$ cat src/design/wtsp_pkg.sv
// Shared types and fixed constants of the world-to-screen projection block.
package wtsp_pkg;

   localparam int WORD_W    = 32;
   localparam int DIM_W     = 14;
   localparam int HALF_W    = DIM_W - 1;
   localparam int MAT_DEPTH = 16;
   localparam int MAT_AW    = 4;
   localparam int NDC_LOG2  = 40;
   localparam int NDC_W     = NDC_LOG2 + 2;
   localparam int CSR_IDX_W = 1;

   localparam logic [CSR_IDX_W-1:0] CSR_WINDOW_WIDTH  = 1'b0;
   localparam logic [CSR_IDX_W-1:0] CSR_WINDOW_HEIGHT = 1'b1;

   localparam logic [DIM_W-1:0] WIDTH_RESET  = 14'd1024;
   localparam logic [DIM_W-1:0] HEIGHT_RESET = 14'd768;

   localparam logic ACTION_LOAD      = 1'b0;
   localparam logic ACTION_TRANSFORM = 1'b1;

   typedef struct packed {
      logic load;
      logic mul;
      logic acc;
   } mac_ctl_type;

endpackage

$ cat src/design/wtsp_mac.sv
// Shared multiply-accumulate unit that forms the clip coordinates one product at a time.
module wtsp_mac #(
   parameter int FRAC_BITS = 16,
   parameter int ACC_W     = 51
) (
   input  logic                                 clock,
   input  wtsp_pkg::mac_ctl_type                ctl,
   input  logic signed [wtsp_pkg::WORD_W-1:0]   bias,
   input  logic signed [wtsp_pkg::WORD_W-1:0]   mul_a,
   input  logic signed [wtsp_pkg::WORD_W-1:0]   mul_b,
   output logic signed [ACC_W-1:0]              acc
);
   import wtsp_pkg::*;

   logic signed [2*WORD_W-1:0] prod_ff, prod_in;
   logic signed [2*WORD_W-1:0] prod_floor;
   logic signed [ACC_W-1:0]    acc_ff, acc_in;

   always_comb begin
      prod_in    = mul_a * mul_b;
      // Arithmetic shift floors the exact product to the fraction width.
      prod_floor = prod_ff >>> FRAC_BITS;
      acc_in     = acc_ff;
      if (ctl.load) begin
         acc_in = ACC_W'(bias);
      end else if (ctl.acc) begin
         acc_in = acc_ff + ACC_W'(prod_floor);
      end
   end

   always_ff @(posedge clock) begin
      if (ctl.mul) begin
         prod_ff <= prod_in;
      end
      acc_ff <= acc_in;
   end

   assign acc = acc_ff;

endmodule

$ cat config.mk
export PLATFORM = sky130hd
export DESIGN_NAME = wtsp_mac
export DESIGN_NICKNAME = d
export VERILOG_FILES = /design/src/design/wtsp_pkg.sv /design/src/design/wtsp_mac.sv
export SDC_FILE = /design/constraint.sdc
export NUM_CORES = 2
export LEC_CHECK = 0
export BUFFER_PORTS_ARGS = -buffer_cell sky130_fd_sc_hd__buf_2
export CORE_ASPECT_RATIO = 1.5
export CORE_MARGIN = 2
export CORE_UTILIZATION = 65
export CTS_BUF_LIST = sky130_fd_sc_hd__clkbuf_4 sky130_fd_sc_hd__clkbuf_8
export DETAILED_ROUTE_END_ITERATION = 8
export GPL_TIMING_DRIVEN = 0
export MAX_ROUTING_LAYER = met4
export PLACE_DENSITY = 0.93
export SLEW_MARGIN = 20
export SYNTH_ARGS = -nofsm -noshare
export SYNTH_HDL_FRONTEND = slang
export SYNTH_SLANG_ARGS = --single-unit
$ cat constraint.sdc
create_clock -name clock -period 10.7 [get_ports clock]
set_clock_uncertainty 0.05 [all_clocks]
set_input_delay 1.605 -clock clock [delete_from_list [all_inputs] [get_ports clock]]
set_output_delay 1.605 -clock clock [all_outputs]
set_load 0.02 [all_outputs]
==> results_dict.tcl <==
set metrics [dict create \
    synth_nets 5732 \
    rrSetupSlack_ns 6.75 \
    r2r-start "acc[0]$_DFFE_PP_" \
    die_y_um 313 \
    fillCellCount 5008 \
    crit_fanout 11 \
    routed_via_density 6.30 \
    min_from "prod_ff[16]$_DFFE_PP_" \
    synth_top_area_share 0.522 \
    core_sq_um 63200 \
    worst_ep_arrival_time_ns 10.64 \
    nets 5892 \
    fp.dieW_um 210 \
    timing.fmax_mhz 94.8 \
    remaining_drc_errors 0 \
    io_pins 151 \
    wl_per_cell_um 29.1 \
    rsz0062_at_grt "yes" \
    grt.overflow.total 0 \
    setup_viol 0 \
    grt_usage 0.505 \
    cpPeakStageDelay_ns 1.07 \
    holdBufCountCts 0 \
    end_kind "register" \
    cts_sinks 99 \
    drive_gt1_frac 0.0439 \
    synth-main-ff-cell "edfxtp_1" \
    synth_enable_flop_cells 99 \
    syn2layout_area_growth_pct 4.89 \
    cp_common_cell "fa_1" \
    cts_resized 0 \
    rr_worst_depth 13 \
    async_reset_ff_frac 0 \
    synth_cell_type_count 70 \
    syn_inst 4320 \
    cp-start-kind "input pin" \
    start_util 0.656 \
    dieArea_sq_um 65900 \
    route.final.wire_length_um 155000 \
    numCtsBuffers 9 \
    syn_avg_cell_area_sq_um 9.60 \
    portBuffers 149 \
    criticalPathCategory "input pin to register" \
    period_needed_ns 10.55 \
    slew_headroom 0.116 \
    cpLargestDelayFamily "adder cells" \
    antenna_left 0 \
    dp_hpwl_um 131000 \
    min_to "acc[0]$_DFFE_PP_" \
    syn_area_sq_um 41500 \
    h-tree-depth 3 \
    hold_path.class "register to register" \
    cts_setup_buffers 0 \
    grt_first_pass_wirelength_um 227000 \
    synth_common_cells "fa_1 (1082), inv_1 (967), nand2_1 (570)" \
    vias 33400 \
    cts_buffer_depth 2 \
    whs_path_depth 2 \
    path_buf_inv 6 \
    drv_slew 0 \
    antenna_found_initial 18 \
    cp_slowest_cell "fa_1" \
    synth_top_cell_by_area "fa_1" \
    timing.final.crit_share 0.986 \
    cts.clk_slew.worst_paths_ns 0.11 \
    row_count 113 \
    drt_first_pass_iters 9 \
    grt_pass1_vias 36900 \
    cts_tree "built" \
    finalHoldViolations 0 \
    worstMarginPinSlew_ns 1.33 \
    crit_required_ns 10.79 \
    cts-root-buf "clkbuf_8" \
    drv_cap 0 \
    place.gp.congestion 1.09 \
    yosysMostFrequentCell "fa_1" \
    yosys_warnings 0 \
    synth_area_leaders "fa_1 (52%), inv_1 (8.8%), and2_1 (7.8%)" \
    grt_start_max_net_pins 49 \
    outcome "complete, no violations" \
    rr_endpoint "acc[46]$_DFFE_PP_" \
    dr.first_iter.drc_count 2970 \
    holdWs_ns 0.707 \
    insertion_delay_ns 0.40 \
    yosysSeqAreaShare 0.0717 \
    ys_seq_elements 99 \
    worstPathCellList "buf_2, clkbuf_1, and2_1, ha_1, fa_1, fa_2, fa_1, inv_1, fa_1, inv_1, fa_1, inv_1, fa_1, inv_1, fa_1, ha_1, nand2_1, or3_1, or3_1, o21ba_2, o31ai_2, a311oi_2, xnor2_1" \
]
-- layer usage --
layer / part of all wire / GRT usage / vias to the layer above
li1: - / - / 13100
met3: 0.093 / 0.122 / 1102
met1: 0.29 / 0.500 / 16900
met2: 0.48 / 0.788 / 2311
met4: 0.14 / 0.527 / 0
met5: 0 / - / -
-- worst min-delay path, stage by stage (launching register included) --
cell and delay, ns:
edfxtp_1 0.38, ha_1 0.14, mux2_2 0.14
-- metrics by stage --
| step | TNS [ns] | instance area, sq um | util | worst slack (ns) | cells |
|---|---|---|---|---|---|
| 6_report | 0 | 43500 | 0.688 | 0.147 | 5306 |
| 5_1_grt | -0.0270 | 43500 | 0.688 | -0.0270 | 5302 |
| 4_1_cts | 0 | 43400 | 0.687 | 0.220 | 5291 |
| 3_5_place_dp | -0.532 | 43200 | 0.684 | -0.203 | 5275 |
| 3_3_place_gp | -0.186 | 43200 | 0.684 | -0.117 | 5274 |
| 2_1_floorplan | 0 | 41500 | - | 1.56 | 4320 |
-- logic make-up (layout without fill, tap and decap cells) --
logic type,Yosys count,after routing,share of synthesized area
other,0,16,0
multiplexers,4,4,0.00109
XOR/XNOR,104,104,0.0220
AO/OA/AOI/OAI,348,348,0.0539
AND/OR/NAND/NOR,1270,1270,0.152
buffers and inverters,1183,1348,0.107
adder cells (fa/ha/maj),1312,1312,0.592
flip-flops,99,99,0.0717
-- registers in the layout, indices dropped and copies added (netlist names) --
register / count
acc: 51
prod_ff: 48
-- cells in the final DEF (no fill, tap or decap), types with 11 or more instances in the layout --
| cell type | instances |
|---|---|
| xor2_1 | 37 |
| nand4_1 | 19 |
| fa_1 | 1081 |
| a21o_1 | 50 |
| diode_2 | 16 |
| nand2b_1 | 18 |
| buf_2 | 148 |
| o21ai_0 | 97 |
| ha_1 | 230 |
| o21a_1 | 11 |
| edfxtp_1 | 99 |
| a211oi_1 | 13 |
| nor2_1 | 76 |
| clkbuf_1 | 206 |
| o21bai_1 | 13 |
| xnor2_1 | 67 |
| a21oi_1 | 90 |
| inv_1 | 967 |
| nand3_1 | 22 |
| and2_1 | 517 |
| nand2_1 | 570 |
-- final cells by class --
| cell class | instances | area (sq um) | share of cell area |
|---|---|---|---|
| antenna | 16 | 40.0 | 0.000921 |
| buffer | 214 | 816 | 0.0188 |
| clock buffer | 9 | 124 | 0.00285 |
| clock inverter | 7 | 71.3 | 0.00164 |
| inverter | 968 | 3640 | 0.0836 |
| multi-input combinational | 3038 | 34100 | 0.783 |
| sequential | 99 | 2970 | 0.0684 |
| tap | 805 | 1010 | 0.0232 |
| timing repair buffer | 150 | 768 | 0.0177 |
-- worst max-delay path by stage --
stage               startpoint               endpoint  cells after the start
floorplan             mul_b[2]  prod_ff[63]$_DFFE_PP_                     23
global placement     mul_a[31]  prod_ff[63]$_DFFE_PP_                     24
detailed placement   mul_a[31]  prod_ff[63]$_DFFE_PP_                     24
CTS                  mul_a[31]  prod_ff[63]$_DFFE_PP_                     24
global route          mul_b[5]  prod_ff[63]$_DFFE_PP_                     26
finish                mul_b[0]  prod_ff[63]$_DFFE_PP_                     23
Power is not shown: default switching activity piles up to over one toggle a cycle in this logic, so the estimate is an artifact.
