==> src/design/wtsp_pkg.sv <==
// Shared types and fixed constants of the world-to-screen projection block.
package wtsp_pkg;

   localparam int WORD_W    = 32;
   localparam int DIM_W     = 14;
   localparam int HALF_W    = DIM_W - 1;
   localparam int MAT_DEPTH = 16;
   localparam int MAT_AW    = 4;
   localparam int NDC_LOG2  = 40;
   localparam int NDC_W     = NDC_LOG2 + 2;
   localparam int CSR_IDX_W = 1;

   localparam logic [CSR_IDX_W-1:0] CSR_WINDOW_WIDTH  = 1'b0;
   localparam logic [CSR_IDX_W-1:0] CSR_WINDOW_HEIGHT = 1'b1;

   localparam logic [DIM_W-1:0] WIDTH_RESET  = 14'd1024;
   localparam logic [DIM_W-1:0] HEIGHT_RESET = 14'd768;

   localparam logic ACTION_LOAD      = 1'b0;
   localparam logic ACTION_TRANSFORM = 1'b1;

   typedef struct packed {
      logic load;
      logic mul;
      logic acc;
   } mac_ctl_type;

endpackage

==> src/design/wtsp_map.sv <==
// Viewport mapping: scales both normalised coordinates on one multiplier and saturates.
module wtsp_map #(
   parameter int FRAC_BITS = 16
) (
   input  logic                                 clock,
   input  logic                                 reset,
   input  logic                                 start,
   input  logic signed [wtsp_pkg::NDC_W-1:0]    ndc_x,
   input  logic signed [wtsp_pkg::NDC_W-1:0]    ndc_y,
   input  logic [wtsp_pkg::HALF_W-1:0]          half_w,
   input  logic [wtsp_pkg::HALF_W-1:0]          half_h,
   output logic                                 done,
   output logic signed [wtsp_pkg::WORD_W-1:0]   screen_x,
   output logic signed [wtsp_pkg::WORD_W-1:0]   screen_y
);
   import wtsp_pkg::*;

   localparam int FAC_W  = HALF_W + 2;
   localparam int PROD_W = NDC_W + FAC_W;
   localparam int SUM_W  = PROD_W + 1;
   localparam int OFF_W  = HALF_W + FRAC_BITS;

   localparam logic signed [FAC_W-1:0]  ONE_FAC = FAC_W'(1);
   localparam logic signed [SUM_W-1:0]  SAT_MAX = SUM_W'(64'sh7FFF_FFFF);
   localparam logic signed [SUM_W-1:0]  SAT_MIN = SUM_W'(-64'sh8000_0000);
   localparam logic [WORD_W-1:0]        WORD_MAX = 32'h7FFF_FFFF;
   localparam logic [WORD_W-1:0]        WORD_MIN = 32'h8000_0000;

   localparam logic [1:0] M_IDLE = 2'd0;
   localparam logic [1:0] M_X    = 2'd1;
   localparam logic [1:0] M_Y    = 2'd2;

   logic [1:0]               ph_ff, ph_in;
   logic                     done_ff, done_in;
   logic signed [PROD_W-1:0] prod_ff, prod_in;
   logic signed [WORD_W-1:0] sx_ff, sx_in;
   logic signed [WORD_W-1:0] sy_ff, sy_in;

   logic signed [FAC_W-1:0]  fac_x, fac_y, mul_fac;
   logic signed [NDC_W-1:0]  mul_ndc;
   logic [OFF_W-1:0]         off;
   logic signed [SUM_W-1:0]  sum;
   logic [WORD_W-1:0]        sat_val;

   always_comb begin
      // Keeps the original formula: (hw + 1) * ndc_x and (1 - hh) * ndc_y.
      fac_x   = $signed({2'b00, half_w}) + ONE_FAC;
      fac_y   = ONE_FAC - $signed({2'b00, half_h});
      mul_fac = (ph_ff == M_IDLE) ? fac_x : fac_y;
      mul_ndc = (ph_ff == M_IDLE) ? ndc_x : ndc_y;
      prod_in = mul_fac * mul_ndc;

      off = (ph_ff == M_X) ? {half_w, {FRAC_BITS{1'b0}}} : {half_h, {FRAC_BITS{1'b0}}};
      sum = $signed({prod_ff[PROD_W-1], prod_ff})
          + $signed({{(SUM_W - OFF_W){1'b0}}, off});
      if (sum > SAT_MAX) begin
         sat_val = WORD_MAX;
      end else if (sum < SAT_MIN) begin
         sat_val = WORD_MIN;
      end else begin
         sat_val = sum[WORD_W-1:0];
      end

      ph_in   = ph_ff;
      done_in = 1'b0;
      sx_in   = sx_ff;
      sy_in   = sy_ff;
      case (ph_ff)
         M_IDLE: begin
            if (start) begin
               ph_in = M_X;
            end
         end
         M_X: begin
            sx_in = $signed(sat_val);
            ph_in = M_Y;
         end
         M_Y: begin
            sy_in   = $signed(sat_val);
            done_in = 1'b1;
            ph_in   = M_IDLE;
         end
         default: begin
            ph_in = M_IDLE;
         end
      endcase
   end

   always_ff @(posedge clock) begin
      if (reset) begin
         ph_ff   <= M_IDLE;
         done_ff <= 1'b0;
      end else begin
         ph_ff   <= ph_in;
         done_ff <= done_in;
      end
      prod_ff <= prod_in;
      sx_ff   <= sx_in;
      sy_ff   <= sy_in;
   end

   assign done     = done_ff;
   assign screen_x = sx_ff;
   assign screen_y = sy_ff;

endmodule

==> config.mk <==
export PLATFORM = sky130hd
export DESIGN_NAME = wtsp_map
export DESIGN_NICKNAME = d
export VERILOG_FILES = /design/src/design/wtsp_pkg.sv /design/src/design/wtsp_map.sv
export SDC_FILE = /design/constraint.sdc
export NUM_CORES = 2
export LEC_CHECK = 0
export ABC_AREA = 1
export BUFFER_PORTS_ARGS = -buffer_cell sky130_fd_sc_hd__buf_2
export CAP_MARGIN = 20
export CORE_MARGIN = 2
export CORE_UTILIZATION = 50
export DETAILED_ROUTE_END_ITERATION = 8
export GPL_TIMING_DRIVEN = 0
export PLACE_DENSITY_LB_ADDON = 0.2
export SYNTH_ARGS = -nofsm -noshare
export SYNTH_HDL_FRONTEND = slang
export SYNTH_SLANG_ARGS = --single-unit
==> constraint.sdc <==
create_clock -name clock -period 8.3 [get_ports clock]
set_clock_uncertainty 0.1 [all_clocks]
set_input_delay 0.415 -clock clock [delete_from_list [all_inputs] [get_ports clock]]
set_output_delay 0.415 -clock clock [all_outputs]
set_load 0.005 [all_outputs]
==> results.cfg <==
[clocking]
cts_max_path_buffers = 2
clk_pin_slew_ps = 60
clk_latency_ps = 420
htree_num_levels = 4
cts_hold_buf = 0
tritoncts = done
cts_buffers = 17
cts.sinks = 124
root_buffer = clkbuf_16

[sta]
slew_viol_final = 0
relSlewSlack = 0.179
fin_crit_sh = 0.980
hold_viol_final = 0
worst_slew_pin_slew_ps = 1230
setup_viol = 0
fmax_ghz = 0.123
fin_ws_ps = 163
whs_ps = 105
period_needed_ps = 8140

[logic_synthesis]
yosysSeqAreaShare = 0.113
synthMuxAreaShare = 0
yosys_warnings = 0
synth_top_family_by_area = adder cells
ys_ff_latch = 124
syn_area_mm2 = 0.0277
ys_top_cells_by_area = fa_1 (42%), nand2_1 (12%), inv_1 (11%)
synthArstFlopShare = 0
synth_top_area_share = 0.415
synth.most_common_cell = nand2_1
synth-xor-area-share = 0.0259
synth-simple-area-share = 0.199
synth_enable_flop_cells = 64
synthAdderAreaFrac = 0.483
avgSynthCellArea_um2 = 7.89
synthFlopType = edfxtp_1
synth-compound-area-share = 0.0475
yosysUniqueCellTypes = 42
netlist_top_cells_count = nand2_1 (878), inv_1 (835), fa_1 (574)
syn_inst = 3508
synth_nets = 4346
yosysTopAreaCell = fa_1

[critical_path]
cp-end-kind = flop
regToRegEndpoint = prod_ff[56]
crit_top_cell = fa_1
slowest_stage = clkbuf_1
max_stage_delay_ps = 960
crit_type = primary input to flop
ff2ff_path_depth = 26
r2r_setup_slack_ps = 240
required_ps = 8500
cp_max_fo = 10
worst-endpoint-arrival_ps = 8330
r2r-start = ph_ff[0]
cp-start-kind = primary input

[routing]
via_count = 23500
drtAntennaViolNets = 0
drc = 0
drt_iter0_drc = 2008
wl_per_cell_um = 20.1
via_per_inst = 5.30
wl_mm = 89.0
first_pass_iters = 6

[final_layout]
area_growth_pct = 9.48
nFillCells = 5290
regArea_mm2 = 0.00312
final_util = 0.552
final_nets = 4546
drive_gt1_frac = 0.0935
multi_input_area_mm2 = 0.0210

[min_path]
hold_class = primary input to flop
min_from = reset
hold_depth = 2
min_to = ph_ff[0]

[floorplan]
die-area_mm2 = 0.0573
start_util = 0.504
fp.dieW_um = 239
die_y_um = 239
coreArea_mm2 = 0.0549
ios = 178
rows = 86

[job]
drv_cap = 0

[grt]
grt_max_degree = 37
track_usage = 0.324
grt_first_pass_wirelength_mm = 138
grt_antenna_before_repair = 3
first_global_vias = 23900
grt.overflow.total = 0

[status]
status = finished clean

[place]
gp_congestion = 0.997
dp_hpwl_mm = 75.2
pre_cts_slack_ps = -826
port_buffers = 177
[what timing repair did]
item | in CTS | in global routing
buffers inserted | 0 | 2
gates resized for setup | 51 | 92
endpoints found under the setup margin | 34 | 30
pin swaps | 0 | 1
[flip-flops by register name, indices dropped and copies added, names as in the netlist]
| register | cells |
|---|---|
| prod_ff | 57 |
| done | 1 |
| screen_x | 32 |
| ph_ff | 2 |
| screen_y | 32 |
[worst max path at each step]
stage / start / endpoint / depth (start not counted)
floorplan: half_w[0] / prod_ff[52] / 36
CTS: ph_ff[0] / prod_ff[56] / 25
global placement: half_h[1] / prod_ff[56] / 29
global route: half_h[1] / prod_ff[52] / 34
detailed placement: half_h[1] / prod_ff[56] / 30
finish: half_h[1] / prod_ff[56] / 28
[worst max-delay path: cells and delay by family]
kind,cells,cell delay [ps]
xor gates and xnor gates,1,170
and+or+nand+nor,10,1560
AOI/OAI and AO/OA,2,590
adders and majority gates,8,4040
buffers and inverters,7,1550
[per-stage QoR]
stage / cells / TNS [ps] / area [µm²]
2_1_floorplan: 3508 / 0 / 27700
3_3_place_gp: 4389 / -32410 / 29400
3_5_place_dp: 4394 / -16240 / 29500
4_1_cts: 4424 / 0 / 30200
5_1_grt: 4428 / -52.8 / 30300
6_report: 4429 / 0 / 30300
[layout make-up]
| class | instances | area share |
|---|---|---|
| multi-input combinational | 2435 | 0.694 |
| inverter | 844 | 0.105 |
| sequential | 124 | 0.103 |
| timing repair buffer | 184 | 0.0315 |
| tap | 704 | 0.0291 |
| buffer | 102 | 0.0183 |
| clock buffer | 17 | 0.0140 |
| clock inverter | 15 | 0.00496 |
| antenna | 4 | 0.000330 |
[cell families (layout without fill, tap and decap cells)]
family                   count (synthesis)  after routing
AO/OA/AOI/OAI                          241            241
XOR/XNOR                                82             82
adder cells (fa/ha/maj)                725            725
buffers and inverters                  949           1162
flip-flops                             124            124
other                                    0              4
AND/OR/NAND/NOR                       1387           1387
[placed cells by master (no fill, tap or decap), drive strengths merged, types with 2 or more instances in the layout]
cell,count
and3,4
nand3,70
diode,4
clkinv,8
dfxtp,60
o21ai,117
clkbuf,93
nor2,359
buf,209
xnor2,28
xor2,54
ha,151
a21o,6
nand3b,9
nor4,6
inv,848
o21bai,6
nor3,29
a21boi,3
o2111ai,3
and2,4
a31oi,28
edfxtp,64
or2,5
nand4,17
nand2,884
clkinvlp,2
a21oi,72
fa,574
[routing by layer]
layer	routed length, µm	vias up	track usage
met4	3830	0	0.127
li1	-	10700	-
met5	0	-	0
met2	39800	1247	0.513
met1	35900	11300	0.433
met3	9450	196	0.0733
Power is left out: the tool's default activity adds up to more than one toggle a clock period on the data nets, which glitch-free logic cannot reach.
