===== src/design/wtsp_pkg.sv =====
// Shared types and fixed constants of the world-to-screen projection block.
package wtsp_pkg;

   localparam int WORD_W    = 32;
   localparam int DIM_W     = 14;
   localparam int HALF_W    = DIM_W - 1;
   localparam int MAT_DEPTH = 16;
   localparam int MAT_AW    = 4;
   localparam int NDC_LOG2  = 40;
   localparam int NDC_W     = NDC_LOG2 + 2;
   localparam int CSR_IDX_W = 1;

   localparam logic [CSR_IDX_W-1:0] CSR_WINDOW_WIDTH  = 1'b0;
   localparam logic [CSR_IDX_W-1:0] CSR_WINDOW_HEIGHT = 1'b1;

   localparam logic [DIM_W-1:0] WIDTH_RESET  = 14'd1024;
   localparam logic [DIM_W-1:0] HEIGHT_RESET = 14'd768;

   localparam logic ACTION_LOAD      = 1'b0;
   localparam logic ACTION_TRANSFORM = 1'b1;

   typedef struct packed {
      logic load;
      logic mul;
      logic acc;
   } mac_ctl_type;

endpackage


===== src/design/wtsp_div.sv =====
// Bit-serial fixed-point divider with magnitude clamp, one quotient bit per cycle.
module wtsp_div #(
   parameter int FRAC_BITS = 16,
   parameter int ACC_W     = 51
) (
   input  logic                                clock,
   input  logic                                reset,
   input  logic                                start,
   input  logic signed [ACC_W-1:0]             num,
   input  logic signed [ACC_W-1:0]             den,
   output logic                                done,
   output logic signed [wtsp_pkg::NDC_W-1:0]   quot
);
   import wtsp_pkg::*;

   localparam int SHIFT_W = NDC_LOG2 - FRAC_BITS;
   localparam int REM_W   = ACC_W - 1;
   localparam int CMP_W   = ACC_W + SHIFT_W;
   localparam int CNT_W   = $clog2(NDC_LOG2);
   localparam logic [CNT_W-1:0] LAST_BIT = CNT_W'(NDC_LOG2 - 1);

   localparam logic [1:0] D_IDLE  = 2'd0;
   localparam logic [1:0] D_CHECK = 2'd1;
   localparam logic [1:0] D_ITER  = 2'd2;

   logic [1:0]              st_ff, st_in;
   logic                    neg_ff, neg_in;
   logic [ACC_W-1:0]        an_ff, an_in;
   logic [REM_W-1:0]        den_ff, den_in;
   logic [REM_W-1:0]        rem_ff, rem_in;
   logic [NDC_LOG2-1:0]     lo_ff, lo_in;
   logic [NDC_LOG2-1:0]     q_ff, q_in;
   logic [CNT_W-1:0]        cnt_ff, cnt_in;
   logic                    done_ff, done_in;
   logic signed [NDC_W-1:0] quot_ff, quot_in;

   logic                    overflow;
   logic [ACC_W-1:0]        trial;
   logic [ACC_W-1:0]        diff;
   logic                    ge;
   logic [NDC_LOG2:0]       mag;
   logic signed [NDC_W-1:0] mag_s;

   always_comb begin
      // The quotient reaches the clamp exactly when the dividend is at least
      // the divisor scaled up by the integer-part limit.
      overflow = {{SHIFT_W{1'b0}}, an_ff} >= {1'b0, den_ff, {SHIFT_W{1'b0}}};
      trial    = {rem_ff, lo_ff[NDC_LOG2-1]};
      diff     = trial - {1'b0, den_ff};
      ge       = trial >= {1'b0, den_ff};
      mag      = {1'b0, q_ff};
      mag_s    = '0;

      st_in   = st_ff;
      neg_in  = neg_ff;
      an_in   = an_ff;
      den_in  = den_ff;
      rem_in  = rem_ff;
      lo_in   = lo_ff;
      q_in    = q_ff;
      cnt_in  = cnt_ff;
      done_in = 1'b0;
      quot_in = quot_ff;

      case (st_ff)
         D_IDLE: begin
            if (start) begin
               neg_in = num[ACC_W-1];
               an_in  = num[ACC_W-1] ? (~num + ACC_W'(1)) : num;
               den_in = den[REM_W-1:0];
               st_in  = D_CHECK;
            end
         end
         D_CHECK: begin
            if (overflow) begin
               mag     = {1'b1, {NDC_LOG2{1'b0}}};
               mag_s   = $signed({1'b0, mag});
               quot_in = neg_ff ? -mag_s : mag_s;
               done_in = 1'b1;
               st_in   = D_IDLE;
            end else begin
               rem_in = REM_W'(an_ff >> SHIFT_W);
               lo_in  = {an_ff[SHIFT_W-1:0], {FRAC_BITS{1'b0}}};
               q_in   = '0;
               cnt_in = '0;
               st_in  = D_ITER;
            end
         end
         D_ITER: begin
            rem_in = ge ? REM_W'(diff) : REM_W'(trial);
            lo_in  = {lo_ff[NDC_LOG2-2:0], 1'b0};
            q_in   = {q_ff[NDC_LOG2-2:0], ge};
            cnt_in = cnt_ff + CNT_W'(1);
            if (cnt_ff == LAST_BIT) begin
               mag     = {1'b0, q_in};
               mag_s   = $signed({1'b0, mag});
               quot_in = neg_ff ? -mag_s : mag_s;
               done_in = 1'b1;
               st_in   = D_IDLE;
            end
         end
         default: begin
            st_in = D_IDLE;
         end
      endcase
   end

   always_ff @(posedge clock) begin
      if (reset) begin
         st_ff   <= D_IDLE;
         done_ff <= 1'b0;
      end else begin
         st_ff   <= st_in;
         done_ff <= done_in;
      end
      neg_ff  <= neg_in;
      an_ff   <= an_in;
      den_ff  <= den_in;
      rem_ff  <= rem_in;
      lo_ff   <= lo_in;
      q_ff    <= q_in;
      cnt_ff  <= cnt_in;
      quot_ff <= quot_in;
   end

   assign done = done_ff;
   assign quot = quot_ff;

endmodule


===== config.mk =====
export PLATFORM = sky130hd
export DESIGN_NAME = wtsp_div
export DESIGN_NICKNAME = d
export VERILOG_FILES = /design/src/design/wtsp_pkg.sv /design/src/design/wtsp_div.sv
export SDC_FILE = /design/constraint.sdc
export NUM_CORES = 1
export LEC_CHECK = 0
export BUFFER_PORTS_ARGS = -buffer_cell sky130_fd_sc_hd__buf_2
export CORE_AREA = 4 4 240 172
export CTS_BUF_LIST = sky130_fd_sc_hd__clkbuf_8 sky130_fd_sc_hd__clkbuf_16
export DETAILED_ROUTE_END_ITERATION = 8
export DIE_AREA = 0 0 244 176
export PLACE_DENSITY = 0.6
export SLEW_MARGIN = 10
export SYNTH_ARGS = -nofsm -noshare
export SYNTH_HDL_FRONTEND = slang
export SYNTH_SLANG_ARGS = --single-unit

===== constraint.sdc =====
create_clock -name clock -period 17.4 [get_ports clock]
set_clock_uncertainty 0.1 [all_clocks]
set_input_delay 3.48 -clock clock [delete_from_list [all_inputs] [get_ports clock]]
set_output_delay 3.48 -clock clock [all_outputs]
set_load 0.005 [all_outputs]

==> results.md <==
* Die area at 42900 um^2
* Vias in the first global route at 11100
* Core area at 39100 um^2
* Root Driver: clkbuf_16
* Achievable Freq at 137 MHz
* CP max FO at 6
* Post-route clock period utilization at 0.418
* R2r worst-path depth at 19
* R2R setup slack at 11.26 ns
* Distinct cells, synth at 58
* RD Place Congestion at 0.866
* Slowest-stage cell, CP: or4_1
* Final ANT Viol Nets at 0
* Tmin final at 7.27 ns
* WP data arrival at 7.49 ns
* Wirelength, routed at 38000 um
* First-pass GRT wire length at 60600 um
* Setup bufs post-CTS at 0
* Worst r2r src: den_ff[1]
* Via density at 5.43
* Clock sink count at 266
* Initial drt markers at 918
* Commonest non-fill, non-tap cells in the layout: edfxtp_1 (263), buf_2 (146), nand2_1 (127)
* Critical path's most frequent cell: or4_1
* Largest net degree at the start of global routing at 86
* Worst setup path endpoint: an_ff[45]
* Worst Setup End Kind: register
* CP peak stage delay at 0.58 ns
* # rows at 61
* Starting Density at 0.395
* PD cells at 109 nW/um^2
* CTS tree: done
* Register area share after synthesis at 0.516
* Mapped Cells at 1439
* P&R area growth vs syn at 14.5%
* Post-cts sizing count at 0
* CTS buffer count at 29
* Kind of critical path: in -> reg
* Die height at 176 um
* Most used DFF post-synth: edfxtp_1
* Req. time, crit path at 17.62 ns
* Yosys top cell area share at 0.512
* Post-synth top area cell: edfxtp_1
* Setup crit start: num[4]
* Synth Register Bits at 266
* Min-delay worst type: reg -> reg
* Antenna violations before repair at 9
* Cell leakage power at 6.85 nW
* Placed wire-length estimate at 26900 um
* Average size of a mapped cell at 10.7 um^2
* Maximum vdd ir drop at 0.0000817 V
* Placed Area at 16700 um^2
* Synth warn at 0
* Grt ovf at 0
* Min-Delay Startpoint: lo_ff[28]
* Worst-path clk slew at 0.06 ns
* Vias at 11500
* Synth top area cells: edfxtp_1 (51%), ha_1 (6.7%), xnor2_1 (4.4%)
* Nets at 1749
* Final setup violation count at 0
* Post-Syn Nets at 1628
* Fill cells at 3737
* Reg2reg end: quot[36]
* Hold slack final at 0.444 ns
* Asr flop ratio synth at 0
* Cell Chain, Critical Path: buf_2, or3_1, or4_1, or3_1, or2_2, nor4_1, nand3_1, or4_1, or4_1, o41ai_1, xnor2_1
* Overall power at 1.92 mW
* Total Routing Usage GR at 0.173
* Rel. slew slack at 0.307
* Most common cell after layout, fill and taps aside: edfxtp_1
* Max-cap viol count at 0
* Pre-antenna DRT Iters at 5
* Clock Latency Late Sink at 0.58 ns
* Cell area after synthesis at 15400 um^2
* Hold Fails Final Rpt at 0
* CP startpoint kind: input port
* Fin util at 0.452
* I/O Buffers at 146
* Detailed-route DRC error count at 0
* Setup_tns at 0 ns
* Number of flops mapped to enable cells by yosys at 263
* Width of the die at 244 um
* Hold buffers post-CTS at 0
* H-tree depth at 1
* Pins Over Slew Limit at 0
* Top Ports at 148
* WL/cell at 17.9 um
* Share of cells above drive strength 1 at 0.162
* Final Instance Area at 17700 um^2
* RSZ-0062 raised after global routing: no
* CTS max path bufs at 3
* Status: finished, final reports clean
* Worst slew pin tran at 1.04 ns
## critical path, delay by kind of cell
| family | cells | cell delay [ns] |
|---|---|---|
| simple gates | 8 | 3.47 |
| compound gates | 1 | 0.34 |
| buf+inv | 1 | 0.11 |
| xor+xnor | 1 | 0.10 |
## state kept, by name (all words and copies together) (netlist names)
name    count
lo_ff      24
an_ff      51
den_ff     50
done        1
rem_ff     50
neg_ff      1
st_ff       2
cnt_ff      6
quot       42
q_ff       39
## per-layer routing
metal / wire, um / global-route usage / up-vias
li1: - / - / 5583
met1: 18900 / 0.262 / 5547
met2: 16100 / 0.255 / 303
met3: 2260 / 0.0375 / 60
met4: 705 / 0.0358 / 14
met5: 111 / 0 / -
## per-stage QoR
step	setup slack, ns	cells
after floorplan	5.98	1439
after global placement	9.56	2064
after detailed placement	9.56	2064
after CTS	10.15	2118
after global routing	9.91	2120
final	10.13	2120
## kinds of logic after synthesis
kind of cell | share of synthesized area
and+or+nand+nor | 0.146
buffers and inverters | 0.0348
DFF | 0.516
muxes | 0.0281
adders and majority gates | 0.0686
AOI/OAI and AO/OA | 0.139
xor gates and xnor gates | 0.0670
## synth_stat cells, types with 15 or more instances
library cell and number:
edfxtp_1 263, nand2_1 127, nor2_1 113, a21oi_1 92, ha_1 83, xnor2_1 77, inv_1 76, o21ai_0 68
clkbuf_1 55, and2_1 43, xor2_1 41, a21o_1 38, mux2_2 35, o31ai_1 33, nand4_1 30, a31oi_1 26
nand3_1 23, or4_1 19, or3_1 17, nor4_1 16, and3_1 15
## worst min path at each step
stage,endpoint,slack [ns],cells after the start
3_3_place_gp,lo_ff[35],0.43,1
5_1_grt,lo_ff[39],0.46,1
6_report,lo_ff[29],0.44,1
3_5_place_dp,lo_ff[32],0.43,1
4_1_cts,lo_ff[34],0.45,1
2_1_floorplan,lo_ff[17],0.42,1
## final cells by class
| class | instances | area [um^2] | area share |
|---|---|---|---|
| inverter | 77 | 289 | 0.0164 |
| clock inverter | 25 | 243 | 0.0137 |
| timing repair buffer | 156 | 806 | 0.0456 |
| sequential | 266 | 7960 | 0.450 |
| tap | 535 | 669 | 0.0379 |
| multi-input combinational | 1030 | 6980 | 0.395 |
| clock buffer | 29 | 726 | 0.0411 |
| antenna | 2 | 5.00 | 0.000283 |
## power breakdown
group	internal, mW	switching (mW)
Clock	0.365	0.265
Sequential	0.797	0.0392
Combinational	0.172	0.285
Note: power is estimated with default switching activity, not from simulation.
